$ cat config.mk
export PLATFORM = sky130hd
export DESIGN_NAME = mxop_ram
export DESIGN_NICKNAME = d
export VERILOG_FILES = /design/src/max_interval_overlap_point_defines.svh /design/src/mxop_ram.sv
export SDC_FILE = /design/constraint.sdc
export NUM_CORES = 2
export LEC_CHECK = 0
export ABC_CLOCK_PERIOD_IN_PS = 2500
export BUFFER_PORTS_ARGS = -buffer_cell sky130_fd_sc_hd__buf_2
export CAP_MARGIN = 20
export CORE_MARGIN = 5
export CORE_UTILIZATION = 57
export CTS_CLUSTER_DIAMETER = 60
export CTS_CLUSTER_SIZE = 28
export DETAILED_ROUTE_END_ITERATION = 8
export PLACE_DENSITY = 0.76
export SETUP_SLACK_MARGIN = 0.5
export SLEW_MARGIN = 20
export SYNTH_ARGS = -nofsm -noshare
export SYNTH_HDL_FRONTEND = slang
export SYNTH_SLANG_ARGS = --single-unit
$ cat constraint.sdc
create_clock -name clock -period 2.5 [get_ports clock]
set_clock_uncertainty 0.05 [all_clocks]
set_input_delay 0.375 -clock clock [delete_from_list [all_inputs] [get_ports clock]]
set_output_delay 0.375 -clock clock [all_outputs]
set_load 0.05 [all_outputs]
$ cat src/max_interval_overlap_point_defines.svh
// Assertion macros for the maximum interval overlap point block.
// Included by the top level; no other dependencies.
`ifndef MAX_INTERVAL_OVERLAP_POINT_DEFINES_SVH
`define MAX_INTERVAL_OVERLAP_POINT_DEFINES_SVH
`ifndef NO_ASSERTIONS
// Property must hold at every clock edge outside reset.
`define MXOP_ASSERT_ALWAYS(label, clk, rst, prop) \
   label: assert property (@(posedge clk) disable iff (rst) (prop)) \
      else $error("assertion failed");
// When the condition holds, the consequence must hold in the following cycle.
`define MXOP_ASSERT_NEXT(label, clk, rst, cond, cons) \
   label: assert property (@(posedge clk) disable iff (rst) (cond) |=> (cons)) \
      else $error("assertion failed");
`else
`define MXOP_ASSERT_ALWAYS(label, clk, rst, prop)
`define MXOP_ASSERT_NEXT(label, clk, rst, cond, cons)
`endif
`endif

$ cat src/mxop_ram.sv
// Generic single-write, single-read RAM with registered read data.
// No dependencies.
module mxop_ram #(
   parameter int WIDTH = 16,
   parameter int DEPTH = 256
) (
   input  logic                                     clock,
   input  logic                                     wr_en,
   input  logic [((DEPTH > 1) ? $clog2(DEPTH) : 1)-1:0] wr_addr,
   input  logic [WIDTH-1:0]                         wr_data,
   input  logic [((DEPTH > 1) ? $clog2(DEPTH) : 1)-1:0] rd_addr,
   output logic [WIDTH-1:0]                         rd_data
);

   logic [WIDTH-1:0] mem_ff [DEPTH];
   logic [WIDTH-1:0] rd_data_ff;

   always_ff @(posedge clock) begin
      if (wr_en) begin
         mem_ff[wr_addr] <= wr_data;
      end
      rd_data_ff <= mem_ff[rd_addr];
   end

   assign rd_data = rd_data_ff;

endmodule

# Word level (Yosys, flattened, before mapping)
# Memories as Yosys holds them, arrays and structs flattened. A register that Yosys moved wholly into a read port is not among the register bits.
# Index checks and enable logic that the tools add are counted.
totals:
  regBits: 0
  latchBits: 0
  mem_bits_rw: 4096
  mem_bits_ro: 0
  in_bits: 34
  output_inout_bits: 16
  word_cells: 3
  mem_count: 1
op_classes:
  addsub: 0
  mul: 0
  div_mod_pow: 0
  magnitude_cmp: 0
  n_eq_ne: 0
  n_shift: 0
  n_mux: 2
  n_bitwise: 0
  n_reduce_logical: 0
memory_table:
  columns: ["name", "depth", "width", "read_ports", "rd_ports_with_merged_regs", "wr", "line_no", "rtl"]
  rows:
  - ["mem_ff", 256, 16, 1, 1, 1, "mxop_ram.sv:15", "logic [WIDTH-1:0] mem_ff [DEPTH];"]
op_table:
  columns: ["operator", "n"]
  rows:
  - ["1-bit two-way mux", 2]

# Logic depth before layout (Yosys ltp)
logic_depth:
  ltp_word: 2
  mapped_depth: 12
  mapped_depth_nobuf: 6

# Worst setup path before layout
# Ideal clock, no wire load.
synth_timing:
  path_type: "input to register"
  startpoint: "in wr_addr[3] (netlist bit)"
  endpoint: "mem mem_ff[235][0], enable pin"
  arrival_ns: 2.152
  required_time_ns: 2.062
  setup_slack_ns: -0.090
  stages: 6
  n_path_buf: 3
  cell_sequence: "clkbuf_1 nor2b_1 clkbuf_1 nand4_1 clkbuf_1 nor2_1"
synth_lines:
  columns: ["item", "line_no", "rtl"]
  rows:
  - ["from (decl)", "mxop_ram.sv:9", "input logic [((DEPTH > 1) ? $clog2(DEPTH) : 1)-1:0] wr_addr,"]
  - ["to (decl)", "mxop_ram.sv:15", null]
# No word-level cell before the write port.

==> reports/metrics.csv <==
stage,metric,value,unit
timing,final hold viol count,0,
layout,most frequent cells in the layout,"edfxtp_1, mux4_2, buf_4, mux2i_1, buf_12",
critical_path,worst-path maximum fanout,1,
outcome,outcome,"finished, violations left",
outcome,failing checks,setup timing,
cts,Clock Latency Late Sink,0.96,ns
critical_path,Worst Path Arrival,3.28,ns
flow_run,max cap viols,0,
yosys,leading area contributor after synthesis,edfxtp_1,
drt,drt drc,0,
layout,nets@finish,8234,
die,IO Count,50,
yosys,Main synth FF type,edfxtp_1,
critical_path,worst reg-to-reg path cell count,8,
drt,DRT iter0 DRCs,12871,
timing,Final Cycle Share,100,%
cts,Clock Pin Slew Worst Setup and Hold Paths,0.10,ns
power,Leakage,58.0,nW
yosys,synthesized cell area,159000,um2
cts,CTS H-tree depth,4,
timing,Finish-stage setup viols,1,
drt,total number of vias,82172,
cts,CTS Buffer Depth,4,
cts,CTS tree,built,
yosys,Yosys top cell area share,77.5,%
place,port bufs,49,
critical_path,crit path from,mem_ff[139][11],
min_path,Min-Delay Path Class,in -> reg,
drt,Via density,6.80,
global_route,initial antenna violation count,23,
yosys,syn_area_per_cell,21.6,um2
critical_path,Worst Path Required,3.27,ns
critical_path,type of origin of the critical path,register,
yosys,total number of yosys warnings,0,
layout,P&R area growth vs syn,14.8,%
die,die area,289000,um2
place,placed instance area,173000,um2
critical_path,r2r endpoint,rd_data[11],
layout,"commonest non-fill, non-tap cell in the layout",edfxtp_1,
critical_path,R2R Path Start,mem_ff[139][11],
yosys,post-synth net total,7394,
yosys,"EDFF count, synth",4096,
drt,DRT antenna net count,0,
timing,Max-slew headroom,33.1,%
cts,CTS sink count,4112,
critical_path,Crit. End Element,register,
drt,DR pass1 iterations,6,
power,P per Cell Area,698,nW/um2
critical_path,CP Capture Point,rd_data[11],
die,Initial Util,57.3,%
place,GPL Wtd Cong,0.922,
yosys,synthesized instance count,7360,
critical_path,CP Class,reg -> reg,
timing,Final min period,2.51,ns
die,Die Ht,538,um
drt,WL final,418000,um
global_route,vias in the first global route,80950,
critical_path,Critical-path top delay cell,mux4_2,
yosys,Yosys cell types,52,
critical_path,r2r setup slk,-0.01,ns
global_route,pin count of the biggest net entering global routing,96,
global_route,GR Overflow Total,0,
yosys,fraction of registers with async set/reset,0,%
power,Worst VDD drop,1030,uV
yosys,"FF+latch count, synth",4112,
layout,"Design Area, Final",182000,um2
drt,DR WL/cell,34.6,um
cts,Root Driver,clkbuf_16,
global_route,All-Layer GR Usage,29.0,%
timing,RSZ-0062 raised after global routing,yes,
timing,setup ws final,-0.00959,ns
timing,Worst Max-Slew Pin Slew,1.00,ns
critical_path,CP Cell Sequence,mux4_2 -> mux2_4 -> a221oi_4 -> buf_4 -> o31ai_4 -> o32ai_4 -> buf_6 -> nor4_2,
timing,fmax,398,MHz
place,placed wire-length estimate,261000,um
die,Die X,538,um
yosys,sequential cell area fraction in the yosys report,77.7,%
layout,share of layout cells above drive strength 1,31.6,%
die,core area,277000,um2
power,total power,0.127,W
timing,max-slew violations,0,
global_route,global-route wire length before repair,598000,um
yosys,"top cells by area, synth","edfxtp_1, mux4_2, mux2i_1",
cts,CTS buffer count,221,
critical_path,CP peak stage delay,0.50,ns
cts,Setup Buffers After CTS,0,
die,Rows,193,
==> cell usage after synthesis (27+ instances only) <==
cell type	n
mux4_2	797
nor3_1	92
mux2_2	88
clkbuf_1	230
a22o_1	32
o22ai_1	148
o21ai_0	37
nor2_1	304
a22oi_1	43
edfxtp_1	4096
a21oi_1	175
mux2i_1	565
buf_6	77
a221oi_1	28
nand3_1	35
buf_2	76
buf_1	27
nand2_1	38
o221ai_1	252
==> what timing repair did <==
item,4_1_cts,5_1_grt
hold buffers,16,0
setup endpoints to repair,32,21
hold endpoints to repair,736,0
pin swaps,16,21
gates resized for setup,171,88
==> flip-flops by register name, summed over array words and instances (netlist names) <==
| signal | count |
|---|---|
| rd_data | 16 |
| mem_ff | 4096 |
==> per-layer routing <==
| metal | routed length (um) | global-route usage, % |
|---|---|---|
| met2 | 194000 | 43.9 |
| met4 | 20300 | 11.9 |
| met3 | 56200 | 6.68 |
| met5 | 60 | 0 |
| met1 | 148000 | 41.5 |
==> logic make-up after synthesis <==
kind of cell           after synthesis  synth area share [%]
buffers and inverters              456                  1.69
AO/OA/AOI/OAI                      786                  3.54
multiplexers                      1450                  15.5
AND/OR/NAND/NOR                    556                  1.57
flip-flops                        4112                  77.7
==> stage by stage <==
stage | worst slack [ns] | utilization [%] | TNS, ns | hold slack (ns) | instances
finish | -0.00959 | 65.8 | -0.00959 | 0.206 | 12089
global route | -0.0290 | 65.8 | -0.0565 | 0.177 | 12083
CTS | -0.0735 | 65.6 | -0.0735 | 0.146 | 12077
detailed placement | -1.54 | 62.5 | -15.50 | 0.714 | 11666
global placement | -1.47 | 62.5 | -14.98 | 0.708 | 11666
floorplan | 0.0795 | - | 0 | 0.424 | 7360
==> power by group <==
group	total [W]	leakage (nW)	switching, W	internal [W]
registers	0.0761	36.9	0.000183	0.0759
clock network	0.0425	3.74	0.0235	0.0191
logic	0.00858	17.4	0.00521	0.00336
==> worst max-delay path: cells and delay by family, from the launching register on <==
kind                   cells  cell delay [ns]
AOI/OAI and AO/OA          3             0.75
and+or+nand+nor            1             0.04
muxes                      2             0.80
buffers and inverters      2             0.38
DFF                        1             0.39
==> worst min-delay path by stage <==
stage / depth (start not counted) / startpoint / end
after CTS: 4 / rd_addr[7] / rd_data[12]
after global routing: 4 / rd_addr[7] / rd_data[12]
after detailed placement: 1 / wr_data[8] / mem_ff[154][8]
final: 4 / rd_addr[7] / rd_data[12]
after floorplan: 0 / wr_data[0] / mem_ff[0][0]
after global placement: 1 / wr_data[8] / mem_ff[154][8]
==> cell type report <==
class	count	area, um2
sequential	4112	123000
fill	16847	94700
multi-input combinational	2792	34600
timing repair buffer	1069	11900
clock buffer	237	5630
tap	3705	4640
clock inverter	158	2090
antenna	12	30.0
inverter	4	27.5
No activity file was read; power rests on OpenSTA's default activity.
