File: config.mk
export PLATFORM = sky130hd
export DESIGN_NAME = mxop_cover_unit
export DESIGN_NICKNAME = d
export VERILOG_FILES = /design/src/max_interval_overlap_point_defines.svh /design/src/mxop_pkg.sv /design/src/mxop_cover_unit.sv
export SDC_FILE = /design/constraint.sdc
export NUM_CORES = 1
export LEC_CHECK = 0
export BUFFER_PORTS_ARGS = -buffer_cell sky130_fd_sc_hd__buf_4
export CAP_MARGIN = 10
export CORE_ASPECT_RATIO = 0.5
export CORE_MARGIN = 10
export CORE_UTILIZATION = 50
export DETAILED_ROUTE_END_ITERATION = 8
export PLACE_DENSITY = 0.81
export SLEW_MARGIN = 15
export SYNTH_ARGS = -nofsm -noshare
export SYNTH_HDL_FRONTEND = slang
export SYNTH_SLANG_ARGS = --single-unit
File: constraint.sdc
create_clock -name clock -period 3.1 [get_ports clock]
set_input_delay 0.465 -clock clock [delete_from_list [all_inputs] [get_ports clock]]
set_output_delay 0.465 -clock clock [all_outputs]
set_load 0.01 [all_outputs]
File: src/max_interval_overlap_point_defines.svh
// Assertion macros for the maximum interval overlap point block.
// Included by the top level; no other dependencies.
`ifndef MAX_INTERVAL_OVERLAP_POINT_DEFINES_SVH
`define MAX_INTERVAL_OVERLAP_POINT_DEFINES_SVH
`ifndef NO_ASSERTIONS
// Property must hold at every clock edge outside reset.
`define MXOP_ASSERT_ALWAYS(label, clk, rst, prop) \
   label: assert property (@(posedge clk) disable iff (rst) (prop)) \
      else $error("assertion failed");
// When the condition holds, the consequence must hold in the following cycle.
`define MXOP_ASSERT_NEXT(label, clk, rst, cond, cons) \
   label: assert property (@(posedge clk) disable iff (rst) (cond) |=> (cons)) \
      else $error("assertion failed");
`else
`define MXOP_ASSERT_ALWAYS(label, clk, rst, prop)
`define MXOP_ASSERT_NEXT(label, clk, rst, cond, cons)
`endif
`endif

File: src/mxop_pkg.sv
// Package for the maximum interval overlap point block: item types,
// sequencer states and the control group for the cover unit. No dependencies.
package mxop_pkg;

   localparam int TIME_BITS  = 16;
   localparam int COUNT_BITS = 9;

   typedef struct packed {
      logic [TIME_BITS-1:0] start_time;
      logic [TIME_BITS-1:0] end_time;
      logic                 last;
   } req_type;

   typedef struct packed {
      logic [TIME_BITS-1:0]  best_time;
      logic [COUNT_BITS-1:0] best_count;
      logic                  found;
      logic                  overflow;
   } rsp_type;

   typedef enum logic [2:0] {
      ST_LOAD,
      ST_OUTER,
      ST_LATCH,
      ST_INNER,
      ST_DRAIN,
      ST_UPDATE,
      ST_DONE
   } state_type;

   typedef struct packed {
      logic load_s;      // capture the candidate start time, clear the count
      logic cmp_en;      // compare one stored interval against the candidate
      logic update;      // fold the finished count into the best result
      logic clear_best;  // forget the best result of the previous set
   } cover_ctl_type;

endpackage

File: src/mxop_cover_unit.sv
// Shared compare-and-count unit: counts intervals covering a candidate
// start time and keeps the best candidate. Depends on mxop_pkg.
module mxop_cover_unit
   import mxop_pkg::*;
#(
   parameter int CNT_W = 9
) (
   input  logic                 clock,
   input  logic                 reset,
   input  cover_ctl_type        ctl,
   input  logic [TIME_BITS-1:0] rd_start,
   input  logic [TIME_BITS-1:0] rd_end,
   output logic [TIME_BITS-1:0] best_time,
   output logic [CNT_W-1:0]     best_count
);

   logic [TIME_BITS-1:0] s_ff, s_in;
   logic [CNT_W-1:0]     cnt_ff, cnt_in;
   logic [TIME_BITS-1:0] best_t_ff, best_t_in;
   logic [CNT_W-1:0]     best_c_ff, best_c_in;
   logic                 covers;
   logic                 better;

   assign covers = (rd_start <= s_ff) && (rd_end >= s_ff);
   assign better = (cnt_ff != '0) &&
                   ((cnt_ff > best_c_ff) || ((cnt_ff == best_c_ff) && (s_ff < best_t_ff)));

   always_comb begin
      s_in      = s_ff;
      cnt_in    = cnt_ff;
      best_t_in = best_t_ff;
      best_c_in = best_c_ff;
      if (ctl.load_s) begin
         s_in   = rd_start;
         cnt_in = '0;
      end else if (ctl.cmp_en && covers) begin
         cnt_in = cnt_ff + 1'b1;
      end
      if (ctl.clear_best) begin
         best_t_in = '0;
         best_c_in = '0;
      end else if (ctl.update && better) begin
         best_t_in = s_ff;
         best_c_in = cnt_ff;
      end
   end

   always_ff @(posedge clock) begin
      s_ff   <= s_in;
      cnt_ff <= cnt_in;
      if (reset) begin
         best_t_ff <= '0;
         best_c_ff <= '0;
      end else begin
         best_t_ff <= best_t_in;
         best_c_ff <= best_c_in;
      end
   end

   assign best_time  = best_t_ff;
   assign best_count = best_c_ff;

endmodule

== Yosys cells after proc, flatten, opt, wreduce, memory -nomap -nowiden ==
Index checks and enable logic that the tools add are counted.

* $add $sub $neg: 1
* Order comparisons: 4
* Equal/unequal tests: 1
* Reduce and logical (&&, ||, !) cells: 8

{| class="wikitable"
|+ Operators with widths
! cell !! count
|-
| $ge 16x16->1 || 1
|-
| $le 16x16->1 || 1
|-
| $lt 16x16->1 || 1
|-
| $add 9x1->9 const B || 1
|-
| $eq 9x9->1 || 1
|-
| $gt 9x9->1 || 1
|-
| $reduce_bool 9->1 || 1
|-
| $logic_and 1x1->1 || 5
|-
| $reduce_or 2->1 || 1
|-
| $logic_or 1x1->1 || 1
|}

* Flip-flop bits (word level): 50
* Input bits: 38
* Output and inout port bits: 25

== Longest topological paths before layout ==
* Depth in word-level cells: 5
* Gate-level depth with buffers: 12
* Gate-level depth less buffers: 9

== Worst setup path before layout ==
Ideal clock, no wire load.

* Path kind: register -> register
* From: register cnt_ff[0]
* To: register best_t_ff[10], in the netlist best_time[10]
* Library setup time: 0.131 ns
* Data arrival time: 2.141 ns
* Slack: 0.828 ns
* Stages on the path, launching flop included: 13
* Buffers on the path: 3
* Path through: dfxtp_1 inv_1 ha_1 nand2b_1 a21o_1 a21oi_1 o21a_1 buf_6 or2_1 buf_2 buf_2 a221oi_1 o21ai_0

* Longest elaborated chain between the ends: 5
* Elaborated cells on any way between the ends: 7
* Classes of those cells: order compare (1); eq/ne (1); reduce/logical (5)

{| class="wikitable"
|+ RTL lines
! element !! line !! text
|-
| from (decl) || mxop_cover_unit.sv:18 || <nowiki>logic [CNT_W-1:0] cnt_ff, cnt_in;</nowiki>
|-
| from (signal assigned) || mxop_cover_unit.sv:50 || <nowiki>cnt_ff <= cnt_in;</nowiki>
|-
| parallel branches: the longest is 3 deep, another holds $gt 9x9->1 || - ||
|-
| $logic_and 1x1->1 (*) || mxop_cover_unit.sv:25 || <nowiki>assign better = (cnt_ff != '0) &&</nowiki>
|-
| $logic_and 1x1->1 (*) || mxop_cover_unit.sv:42 || <nowiki>end else if (ctl.update && better) begin</nowiki>
|-
| to (signal assigned) || mxop_cover_unit.sv:55 || <nowiki>best_t_ff <= best_t_in;</nowiki>
|-
| to (decl) || mxop_cover_unit.sv:19 || <nowiki>logic [TIME_BITS-1:0] best_t_ff, best_t_in;</nowiki>
|}

Mark *: on every way between the ends.
A chain may end at the register's enable or synchronous reset.

== Worst setup path after layout ==
* From: register cnt_ff[0]
* To: register best_t_ff[9], in the netlist best_time[9]

Same word-level chain as after synthesis.

==> flow_summary.yaml <==
global_route:
  antenna_found_initial: 0
  grt_usage: 0.159
  grt_pass1_wl_um: 16800
  grt_max_degree: 51
  grt_pass1_vias: 3580
  grt-ovfl-total: 0
worst_setup_path:
  r2r-end: "best_time[9]"
  crit_family: "simple AND/OR/NAND/NOR gates"
  r2r-start: "cnt_ff[0]"
  end_kind: "flip-flop"
  slowest_delay_ns: 0.81
  start_kind: "flip-flop"
  cp_cell_sequence: "inv_1, ha_1, nand2b_1, a21o_1, a21oi_1, o21a_1, or2_1, a221oi_1, o21ai_0"
  critPathBufInv: 1
  worst_path_max_delay_cell: "or2_1"
  setup.worst_path.class: "flip-flop to flip-flop"
  ff2ff_setup_slack_ns: 0.38
  arrival_ns: 2.94
  reg2reg_depth: 9
  cp.required_ns: 3.32
  crit_fanout: 25
sta:
  final.period_utilization: 0.877
  rsz0062_at_grt: "false"
  slew_headroom: 0.294
  worstMarginPinSlew_ns: 1.06
  setup_tns_ns: 0
  hold_violations: 0
  period_needed_ns: 2.72
  clock_skew_ns: 0.00606
  setup_viol: 0
  max_freq_ghz: 0.368
  slew_violations: 0
clock_network:
  clk_latency_ns: 0.29
  holdBufCountCts: 0
  post_cts_resized: 0
  cts.reportedPaths.clkPinSlew_ns: 0.07
  root_buffer: "clkbuf_16"
  cts_tree: "done"
  post-cts-setup-buffers: 0
  htree_levels: 2
  cts_made_buffers: 5
  clock_sinks: 50
  clockBufferDepth: 2
detailed_routing:
  via_per_inst: 5.95
  via_count: 3777
  drt_iter0_drc: 330
  ant_nets: 0
  wl_per_cell_um: 15.9
  drc: 0
  drtPass1Iterations: 5
  routed_wl_um: 10100
synth:
  syn_nets: 579
  synth_cells: 483
  async_flop_share: 0
  syn_avg_cell_area_um2: 8.19
  ys.flop_type: "dfxtp_1"
  synth_top_area_frac: 0.183
  synth_area_leaders: "ha_1, dfxtp_1, edfxtp_1"
  synth_top_cell_by_area: "ha_1"
  synth_warnings: 0
  syn_area_um2: 3960
  synth_cell_types: 42
  seq_area_frac_synth: 0.294
  ys_ff_latch: 50
  synth_edf_count: 16
run:
  cap_violations: 0
min_path:
  hp-class: "input port to flip-flop"
  worstHoldPathCells: 1
  min-delay-start: "rd_start[0]"
  hold_path_end: "s_ff[0]"
floorplan:
  core_area_um2: 7510
  die_area_um2: 12100
  start_util: 0.526
  num_rows: 22
  io_pins: 63
  die_w_um: 146
  die_h_um: 82.9
outcome:
  status: "completed"
layout:
  area_growth_syn_to_layout_pct: 17.4
  mostFrequentLayoutCell: "buf_4"
  drive_above_1_share: 0.167
  layout_common_cells: "buf_4, ha_1, nand2_1"
  final_nets: 622
  n_antenna_cell: 0
  final_util: 0.618
power:
  p_per_area_nw_per_um2: 386
  ir_drop_uv: 233
  leakage_nw: 1.86
  finalPower_mw: 1.79
place:
  portBuffers: 62
  dp_hpwl_um: 7240
  gp_congestion: 0.857
==> cell type report <==
class | instances | area [µm²]
clock buffer | 5 | 125
inverter | 48 | 180
timing repair buffer | 70 | 538
multi-input combinational | 351 | 2440
clock inverter | 3 | 63.8
tap | 108 | 135
sequential | 50 | 1160
fill | 632 | 2870
==> layer usage <==
| layer | wire [µm] | part of all wire | vias up | global-route usage |
|---|---|---|---|---|
| met3 | 521 | 0.051 | 13 | 0.0271 |
| met4 | 119 | 0.012 | 0 | 0.0471 |
| li1 | - | - | 1868 | - |
| met5 | 0 | 0 | - | 0 |
| met1 | 4790 | 0.47 | 1771 | 0.214 |
| met2 | 4690 | 0.46 | 125 | 0.256 |
==> through the flow <==
step                      setup WS [ns]  hold WS, ns  cells  instance area, µm²
after global placement            0.516        0.584    627                4450
final                             0.383        0.354    635                4640
after CTS                         0.419        0.354    635                4640
after detailed placement          0.443        0.598    627                4450
after global routing              0.173        0.356    635                4640
after floorplan                   0.828        0.556    483                3960
==> sequential cells by signal (all words and copies together), names as in the netlist <==
register,count
best_count,9
cnt_ff,9
s_ff,16
best_time,16
==> power by group <==
group,internal (mW),switching [mW],total [mW]
registers,0.699,0.0229,0.722
logic,0.139,0.221,0.360
clock network,0.460,0.249,0.710
==> cells by family (layout without fill, tap and decap cells) <==
group / count (synthesis) / count (layout) / share of synthesized area
adders and majority gates: 58 / 58 / 0.183
and+or+nand+nor: 185 / 185 / 0.231
xor gates and xnor gates: 1 / 1 / 0.00221
muxes: 5 / 5 / 0.0139
buffers and inverters: 82 / 126 / 0.0911
AOI/OAI and AO/OA: 102 / 102 / 0.185
DFF: 50 / 50 / 0.294
==> cell usage after synthesis (all sizes together) (3+ instances only) <==
master / n
edfxtp: 16
buf: 14
a21oi: 16
a21o: 16
a221oi: 27
o21ai: 28
mux2: 4
nor3: 52
o211ai: 3
o21a: 5
nand3: 8
nand2b: 4
nand2: 57
clkbuf: 20
inv: 48
nand4: 14
nor2b: 5
nor4: 26
nor2: 12
dfxtp: 34
ha: 58
==> how the worst max path moves through the flow <==
| stage | startpoint | endpoint | slack [ns] | cells past startpoint |
|---|---|---|---|---|
| floorplan | cnt_ff[0] | best_time[10] | 0.83 | 12 |
| global placement | cnt_ff[0] | best_count[3] | 0.52 | 9 |
| detailed placement | cnt_ff[0] | best_count[8] | 0.44 | 9 |
| CTS | cnt_ff[0] | best_count[8] | 0.42 | 9 |
| global route | cnt_ff[0] | best_time[15] | 0.17 | 9 |
| finish | cnt_ff[0] | best_time[9] | 0.38 | 9 |
No activity file was read; power rests on OpenSTA's default activity.
